### src/rtl/assert_macros.svh
`ifndef ASSERT_MACROS_SVH
`define ASSERT_MACROS_SVH

// Condition that must hold at every clock edge outside reset.
`define ASSERT_ALWAYS(label, clk, rst_n, cond) \
    label: assert property (@(posedge clk) disable iff (!rst_n) (cond)) \
        else $error("assertion failed: invariant violated");

// Same-cycle implication.
`define ASSERT_IMPLY(label, clk, rst_n, ante, cons) \
    label: assert property (@(posedge clk) disable iff (!rst_n) (ante) |-> (cons)) \
        else $error("assertion failed: implication violated");

// Next-cycle implication.
`define ASSERT_NEXT(label, clk, rst_n, ante, cons) \
    label: assert property (@(posedge clk) disable iff (!rst_n) (ante) |=> (cons)) \
        else $error("assertion failed: next-cycle implication violated");

`endif

### src/rtl/seg_pkg.sv
`default_nettype none

package seg_pkg;

    localparam int LEVEL_FRACTION_BITS = 23;
    localparam int LEVEL_W             = LEVEL_FRACTION_BITS + 1;
    localparam int COEFF_BITS          = 24;
    localparam int CFG_W               = 24;
    localparam int OUT_LEVEL_W         = 24;
    localparam int CFG_INDEX_W         = 3;
    localparam int SUM_W               = ((LEVEL_W > CFG_W) ? LEVEL_W : CFG_W) + 1;
    localparam int PROD_W              = LEVEL_W + COEFF_BITS;

    localparam logic [LEVEL_W-1:0] LEVEL_ONE = {1'b1, {LEVEL_FRACTION_BITS{1'b0}}};

    // Thresholds are 0.0005 and 0.0001 of full scale, rounded up.
    localparam longint unsigned DECAY_THR_FULL =
        ((64'd5 << LEVEL_FRACTION_BITS) + 64'd9999) / 64'd10000;
    localparam longint unsigned RELEASE_THR_FULL =
        ((64'd1 << LEVEL_FRACTION_BITS) + 64'd9999) / 64'd10000;
    localparam logic [LEVEL_W-1:0] DECAY_THRESHOLD   = LEVEL_W'(DECAY_THR_FULL);
    localparam logic [LEVEL_W-1:0] RELEASE_THRESHOLD = LEVEL_W'(RELEASE_THR_FULL);

    localparam logic [CFG_W-1:0] SUSTAIN_RESET = CFG_W'(LEVEL_ONE);

    typedef enum logic [2:0] {
        ST_IDLE    = 3'd0,
        ST_ATTACK  = 3'd1,
        ST_DECAY   = 3'd2,
        ST_SUSTAIN = 3'd3,
        ST_RELEASE = 3'd4
    } t_stage;

    typedef enum logic [1:0] {
        OP_TICK    = 2'd0,
        OP_START   = 2'd1,
        OP_RELEASE = 2'd2
    } t_op;

    typedef enum logic [CFG_INDEX_W-1:0] {
        CFG_ATTACK_STEP    = 3'd0,
        CFG_DECAY_COEFF    = 3'd1,
        CFG_SUSTAIN_LEVEL  = 3'd2,
        CFG_RELEASE_COEFF  = 3'd3,
        CFG_IGNORE_RELEASE = 3'd4
    } t_cfg_idx;

    typedef struct packed {
        logic [CFG_W-1:0] attack_step;
        logic [CFG_W-1:0] decay_coeff;
        logic [CFG_W-1:0] sustain_level;
        logic [CFG_W-1:0] release_coeff;
        logic             ignore_release;
    } t_cfg;

    typedef struct packed {
        t_stage             stage;
        logic [LEVEL_W-1:0] level;
        logic               hold;
    } t_env_state;

    typedef struct packed {
        logic [OUT_LEVEL_W-1:0] level;
        logic                   active;
        logic                   finished;
    } t_result;

endpackage

`default_nettype wire

### src/rtl/seg_step.sv
`default_nettype none

module seg_step (
    input  seg_pkg::t_env_state i_state,
    input  seg_pkg::t_cfg       i_cfg,
    input  logic [1:0]          i_op,
    input  logic                i_trig,
    output seg_pkg::t_env_state o_state,
    output seg_pkg::t_result    o_result
);
    import seg_pkg::*;

    t_stage               cur_stage;
    t_stage               after_peak;
    logic [LEVEL_W-1:0]   target;
    logic [SUM_W-1:0]     attack_sum;
    logic [LEVEL_W-1:0]   decay_diff;
    logic [LEVEL_W-1:0]   mul_a;
    logic [COEFF_BITS-1:0] mul_c;
    logic [PROD_W-1:0]    product;
    logic [LEVEL_W-1:0]   scaled;
    t_env_state           n_state;
    logic [LEVEL_W-1:0]   reported;
    logic                 fin;

    // Stage codes above release cannot occur but are treated as idle.
    assign cur_stage  = (i_state.stage > ST_RELEASE) ? ST_IDLE : i_state.stage;
    assign after_peak = (i_cfg.decay_coeff != '0) ? ST_DECAY : ST_SUSTAIN;

    assign target = (SUM_W'(i_cfg.sustain_level) > SUM_W'(LEVEL_ONE)) ?
                    LEVEL_ONE : LEVEL_W'(i_cfg.sustain_level);

    assign attack_sum = SUM_W'(i_state.level) + SUM_W'(i_cfg.attack_step);

    // One multiplier serves both decay (distance to target) and release (level).
    assign decay_diff = (i_state.level > target) ? (i_state.level - target) : '0;
    assign mul_a      = (cur_stage == ST_DECAY) ? decay_diff : i_state.level;
    assign mul_c      = (cur_stage == ST_DECAY) ? i_cfg.decay_coeff : i_cfg.release_coeff;
    assign product    = PROD_W'(mul_a) * PROD_W'(mul_c);
    assign scaled     = product[PROD_W-1:COEFF_BITS];

    always_comb begin
        n_state       = i_state;
        n_state.stage = cur_stage;
        fin           = 1'b0;
        reported      = i_state.level;
        unique case (i_op)
            OP_TICK: begin
                unique case (cur_stage)
                    ST_ATTACK: begin
                        if (attack_sum >= SUM_W'(LEVEL_ONE)) begin
                            n_state.level = LEVEL_ONE;
                            n_state.stage = after_peak;
                        end else begin
                            n_state.level = LEVEL_W'(attack_sum);
                        end
                    end
                    ST_DECAY: begin
                        if (scaled < DECAY_THRESHOLD) begin
                            n_state.level = target;
                            n_state.stage = ST_SUSTAIN;
                        end else begin
                            n_state.level = target + scaled;
                        end
                    end
                    ST_RELEASE: begin
                        if (scaled < RELEASE_THRESHOLD) begin
                            n_state.level = '0;
                            n_state.stage = ST_IDLE;
                            fin           = 1'b1;
                        end else begin
                            n_state.level = scaled;
                        end
                    end
                    default: ;
                endcase
            end
            OP_START: begin
                n_state.hold = i_trig;
                if (i_cfg.attack_step != '0) begin
                    n_state.level = '0;
                    n_state.stage = ST_ATTACK;
                end else begin
                    n_state.level = LEVEL_ONE;
                    n_state.stage = after_peak;
                end
                if (i_trig) begin
                    n_state.stage = ST_SUSTAIN;
                end
                reported = n_state.level;
            end
            OP_RELEASE: begin
                if (cur_stage != ST_IDLE && !i_state.hold && !i_cfg.ignore_release) begin
                    n_state.stage = ST_RELEASE;
                end
            end
            default: ;
        endcase
    end

    assign o_state           = n_state;
    assign o_result.level    = OUT_LEVEL_W'(reported);
    assign o_result.active   = (n_state.stage != ST_IDLE);
    assign o_result.finished = fin;

endmodule

`default_nettype wire

### src/rtl/sampler_envelope_generator.sv
// Envelope generator for one sampler voice (attack, decay, sustain, release).
// Input stream: one item per operation. tuser carries the op code (tick one
// frame, start note, release note); tdata bit 0 carries the release-trigger
// flag used by a start. Output stream: one result item per input item with
// the level, the active flag and the release-finished flag.
// Configuration channel: register index and 24-bit data, ready whenever reset
// is released; write only while no items are in flight.
// An accepted item is held in the input register; its result is then held in
// the output register. Throughput is one item per cycle while the receiver
// accepts results; the envelope update (one shared 24x24 multiply, an add and a
// compare) finishes in the cycle the item leaves the input register.
// When the receiver stalls, the result is held in the output register, the
// input register takes one more item, and then s_axis_tready goes low.
// Reset (synchronous, active low) puts the voice in idle with level zero,
// clears the valid flags of both registers and loads the register defaults (sustain at 1.0).
// Both ready outputs stay low while reset is held.
`default_nettype none
`include "assert_macros.svh"

module sampler_envelope_generator (
    input  logic                            i_clk,
    input  logic                            i_rst_n,
    // input stream
    input  logic                            s_axis_tvalid,
    output logic                            s_axis_tready,
    input  logic [7:0]                      s_axis_tdata,   // [0] release_trigger
    input  logic [1:0]                      s_axis_tuser,   // [1:0] op
    // result stream
    output logic                            m_axis_tvalid,
    input  logic                            m_axis_tready,
    output logic [31:0]                     m_axis_tdata,   // [23:0] level, [24] active,
                                                            // [25] finished
    // configuration writes
    input  logic                            i_cfg_valid,
    output logic                            o_cfg_ready,
    input  logic [seg_pkg::CFG_INDEX_W-1:0] i_cfg_index,
    input  logic [seg_pkg::CFG_W-1:0]       i_cfg_data
);
    import seg_pkg::*;

    t_cfg       r_cfg;
    logic       r_in_valid;
    logic [1:0] r_in_op;
    logic       r_in_trig;
    logic       r_out_valid;
    t_result    r_out;
    t_env_state r_state;
    t_env_state step_state;
    t_result    step_result;
    logic       in_accept;
    logic       adv;

    assign o_cfg_ready = i_rst_n;

    always_ff @(posedge i_clk) begin
        if (!i_rst_n) begin
            r_cfg.attack_step    <= '0;
            r_cfg.decay_coeff    <= '0;
            r_cfg.sustain_level  <= SUSTAIN_RESET;
            r_cfg.release_coeff  <= '0;
            r_cfg.ignore_release <= 1'b0;
        end else if (i_cfg_valid) begin
            unique case (i_cfg_index)
                CFG_ATTACK_STEP:    r_cfg.attack_step    <= i_cfg_data;
                CFG_DECAY_COEFF:    r_cfg.decay_coeff    <= i_cfg_data;
                CFG_SUSTAIN_LEVEL:  r_cfg.sustain_level  <= i_cfg_data;
                CFG_RELEASE_COEFF:  r_cfg.release_coeff  <= i_cfg_data;
                CFG_IGNORE_RELEASE: r_cfg.ignore_release <= i_cfg_data[0];
                default: ;
            endcase
        end
    end

    // The item in the input register moves on whenever the output register is free.
    assign adv           = r_in_valid && (!r_out_valid || m_axis_tready);
    assign s_axis_tready = i_rst_n && (!r_in_valid || adv);
    assign in_accept     = s_axis_tvalid && s_axis_tready;

    seg_step u_step (
        .i_state  (r_state),
        .i_cfg    (r_cfg),
        .i_op     (r_in_op),
        .i_trig   (r_in_trig),
        .o_state  (step_state),
        .o_result (step_result)
    );

    always_ff @(posedge i_clk) begin
        if (!i_rst_n) begin
            r_in_valid    <= 1'b0;
            r_out_valid   <= 1'b0;
            r_state.stage <= ST_IDLE;
            r_state.level <= '0;
            r_state.hold  <= 1'b0;
        end else begin
            if (in_accept) begin
                r_in_valid <= 1'b1;
            end else if (adv) begin
                r_in_valid <= 1'b0;
            end
            if (adv) begin
                r_out_valid <= 1'b1;
                r_state     <= step_state;
            end else if (m_axis_tready) begin
                r_out_valid <= 1'b0;
            end
        end
    end

    always_ff @(posedge i_clk) begin
        if (in_accept) begin
            r_in_op   <= s_axis_tuser;
            r_in_trig <= s_axis_tdata[0];
        end
        if (adv) begin
            r_out <= step_result;
        end
    end

    assign m_axis_tvalid = r_out_valid;
    assign m_axis_tdata  = {6'b0, r_out.finished, r_out.active, r_out.level};

    `ASSERT_ALWAYS(a_level_in_range, i_clk, i_rst_n, r_state.level <= LEVEL_ONE)
    `ASSERT_IMPLY(a_idle_level_zero, i_clk, i_rst_n, r_state.stage == ST_IDLE,
                  r_state.level == '0)
    `ASSERT_IMPLY(a_hold_blocks_release, i_clk, i_rst_n, r_state.hold,
                  r_state.stage != ST_RELEASE)
    `ASSERT_IMPLY(a_finished_not_active, i_clk, i_rst_n, r_out_valid && r_out.finished,
                  !r_out.active)
    `ASSERT_NEXT(a_result_loaded, i_clk, i_rst_n, adv, r_out_valid)

endmodule

`default_nettype wire
### config.mk
export PLATFORM = sky130hd
export DESIGN_NAME = sampler_envelope_generator
export DESIGN_NICKNAME = d
export VERILOG_FILES = /design/src/rtl/seg_pkg.sv /design/src/rtl/seg_step.sv /design/src/rtl/sampler_envelope_generator.sv
export VERILOG_INCLUDE_DIRS = /design/src /design/src/rtl
export SDC_FILE = /design/constraint.sdc
export NUM_CORES = 2
export LEC_CHECK = 0
export BUFFER_PORTS_ARGS = -buffer_cell sky130_fd_sc_hd__buf_2
export CORE_MARGIN = 10
export CORE_UTILIZATION = 30
export DETAILED_ROUTE_END_ITERATION = 16
export GPL_ROUTABILITY_DRIVEN = 0
export PLACE_DENSITY_LB_ADDON = 0.2
export SKIP_CTS_REPAIR_TIMING = 1
export SLEW_MARGIN = 20
export SYNTH_ARGS = -nofsm -noshare
export SYNTH_HDL_FRONTEND = slang
export SYNTH_SLANG_ARGS = --single-unit
### constraint.sdc
create_clock -name i_clk -period 12.2 [get_ports i_clk]
set_input_delay 2.44 -clock i_clk [delete_from_list [all_inputs] [get_ports i_clk]]
set_output_delay 2.44 -clock i_clk [all_outputs]
set_load 0.02 [all_outputs]
==> results.sh <==
export IMPL_area_delta_synth_final_pct=27.43
export IMPL_ys_warn_count=0
export IMPL_async_reset_ff_frac=0
export IMPL_drc=0
export IMPL_cts_buffers_inserted=17
export IMPL_synth_commonest_cells="nand2_1 (747), inv_1 (662), fa_1 (484)"
export IMPL_grt_pass1_wl_um=168000
export IMPL_dr_total_vias=27480
export IMPL_path_buf_inv=12
export IMPL_first_iter_violations=1875
export IMPL_cap_violations=0
export IMPL_crit_cells=53
export IMPL_cts_tree="done"
export IMPL_start_util=0.3012
export IMPL_skew_ns=0.02034
export IMPL_synthCells=3743
export IMPL_viasPerCell=4.933
export IMPL_die_h_um=336.4
export IMPL_ff2ff_path_depth=53
export IMPL_slew_headroom=0.3172
export IMPL_cp_common_cell="fa_1"
export IMPL_antenna_found_initial=2
export IMPL_cts_num_sinks=156
export IMPL_crit_family="adder cells"
export IMPL_finalNonFillerCells=5571
export IMPL_num_rows=116
export IMPL_grt_setup_unrepaired="yes"
export IMPL_place_inst=5498
export IMPL_yosysTopAreaCell="fa_1"
export IMPL_coreArea_um2=99710
export IMPL_crit_arrival_ns=12.78
export IMPL_crit_fanout=8
export IMPL_root_buffer="clkbuf_16"
export IMPL_final_area_um2=38270
export IMPL_grt_start_max_net_pins=80
export IMPL_multi_input_area_um2=24740
export IMPL_finalHoldViolations=0
export IMPL_place_hpwl_um=92630
export IMPL_fin_crit_ns=12.42
export IMPL_worst_pin_slew_ns=1.024
export IMPL_diodes=0
export IMPL_finalWirelength_um=111700
export IMPL_cp_end_kind="flip-flop"
export IMPL_ios=77
export IMPL_cp_slowest_stage_delay_ns=0.58
export IMPL_synthTopCellsByArea="fa_1 (32%), ha_1 (10%), nand2_1 (9.3%)"
export IMPL_cts_htree_levels=4
export IMPL_clk_latency_ns=0.46
export IMPL_grt_ovfl_total=0
export IMPL_syn_area_per_cell_um2=8.024
export IMPL_hold_depth=2
export IMPL_finalMaxSlewViolations=0
export IMPL_setup_viol=1
export IMPL_synth_distinct_cells=89
export IMPL_ys_seq_elements=156
export IMPL_synthesis_area_um2=30040
export IMPL_start_kind="flip-flop"
export IMPL_seq_area_frac_synth=0.1136
export IMPL_synth_edf_count=29
export IMPL_wl_met2_um=52960
export IMPL_min_path_type="reg2reg"
export IMPL_maxUsedRoutingLayer="met4"
export IMPL_whs_ns=0.4583
export IMPL_routedWlPerCell_um=20.05
export IMPL_fin_crit_sh=1.018
export IMPL_seq_area_um2=3423
export IMPL_synth_most_common_cell="nand2_1"
export IMPL_postLayoutSetupSlackWorst_ns=-0.2210
export IMPL_clk_pin_slew_ns=0.07
export IMPL_yosysTopAreaCellShare=0.3226
export IMPL_wl_met3_um=5105
export IMPL_drive_gt1_frac=0.2188
export IMPL_path_class="reg2reg"
export IMPL_fillers=10360
export IMPL_die_w_um=336.4
export IMPL_power_density_nw_per_um2=34.76
export IMPL_total_leakage_power_nw=18.90
export IMPL_clockBufferDepth=2
export IMPL_m1WireLength_um=51300
export IMPL_ir_worst_vdd_v=0.0001083
export IMPL_grt_pass1_vias=27650
export IMPL_fin_nets=5027
export IMPL_violations="setup timing"
export IMPL_synth_ff_type="dfxtp_1"
export IMPL_fp_dieArea_um2=113200
export IMPL_crit_required_ns=12.56
export IMPL_drt_antenna_violating_nets=0
export IMPL_dpl_cell_area_um2=35980
export IMPL_outcome="complete, but fails checks"
export IMPL_port_buffers=63
export IMPL_grt_usage=0.1940
export IMPL_first_pass_iters=5
export IMPL_fmax_ghz=0.08051
export IMPL_crit_slowest_cell="or4_4"
[routing by layer]
layer | global-route usage | up-vias
li1 | - | 12930
met1 | 0.2648 | 13800
met4 | 0.03994 | 0
met2 | 0.3297 | 675
met3 | 0.01992 | 84
met5 | 0 | -
[state kept, by name (all words and copies together) (netlist names)]
name           flops
r_in_op            2
m_axis_tdata      26
r_state           28
r_cfg             97
r_in_valid         1
r_in_trig          1
m_axis_tvalid      1
[final cells by class]
class                           instances  share of cell area
Multi-Input combinational cell       2760              0.6463
Timing Repair Buffer                  661              0.1415
Sequential cell                       156             0.08944
Inverter                              664             0.06515
Tap cell                             1298             0.04243
Clock buffer                           21             0.01203
Clock inverter                         11            0.003236
[placed cells by master (no fill, tap or decap), types with 17 or more instances in the layout]
master / count
or2_2: 19
inv_2: 18
xor2_1: 17
nor2_1: 195
and2_1: 82
a21o_1: 68
inv_1: 645
ha_4: 29
or3_1: 19
dfxtp_1: 121
buf_12: 39
a21oi_2: 21
nand3_1: 32
buf_4: 539
nor2b_1: 19
buf_2: 64
nand4_1: 24
edfxtp_1: 29
clkbuf_16: 20
nor3_1: 28
nand2_1: 720
nand2b_1: 17
a21oi_1: 225
xnor2_1: 53
fa_1: 470
o21ai_0: 83
ha_1: 211
mux2i_1: 33
[cell families after synthesis]
logic type	Yosys count	synth area share
compound gates	641	0.1365
fa+ha+maj	725	0.4230
other cells	1	0.0001249
flops	156	0.1136
buf+inv	832	0.1059
mux	37	0.01246
simple gates	1277	0.1868
xor+xnor	74	0.02158
[report_power, final]
part | total (mW) | leakage [nW] | internal (mW) | switching (mW)
sequential | 0.546 | 1.32 | 0.535 | 0.0106
combinational | 0.235 | 17.3 | 0.0850 | 0.150
clock | 0.550 | 0.285 | 0.299 | 0.251
total | 1.33 | 18.9 | 0.920 | 0.411
[final timing paths]
check / startpoint / endpoint / slack [ns]
max: r_cfg[27]$_SDFFE_PN0P_ / r_state[24]$_SDFFE_PN0P_ / -0.22
max reg2reg: r_cfg[27]$_SDFFE_PN0P_ / r_state[24]$_SDFFE_PN0P_ / -0.22
min: r_cfg[9]$_SDFFE_PN0P_ / r_cfg[9]$_SDFFE_PN0P_ / 0.46
min reg2reg: r_cfg[9]$_SDFFE_PN0P_ / r_cfg[9]$_SDFFE_PN0P_ / 0.46
[tightest hold or removal path: stages (launching register included)]
cell and delay (ns):
dfxtp_1 0.31, nand2_1 0.05, a21oi_1 0.05
[per-stage QoR]
step	setup TNS, ns	utilization	total power [mW]	worst slack [ns]
after floorplan	0	-	0.6609	0.003919
after global placement	-8.118	0.3609	0.7621	-1.040
after detailed placement	-8.245	0.3609	0.7624	-1.058
after CTS	-9.849	0.3667	1.309	-1.129
after global routing	-1.549	0.3839	1.373	-0.6262
final	-0.2210	0.3839	1.331	-0.2210
Power figures use the tool's default switching activity.
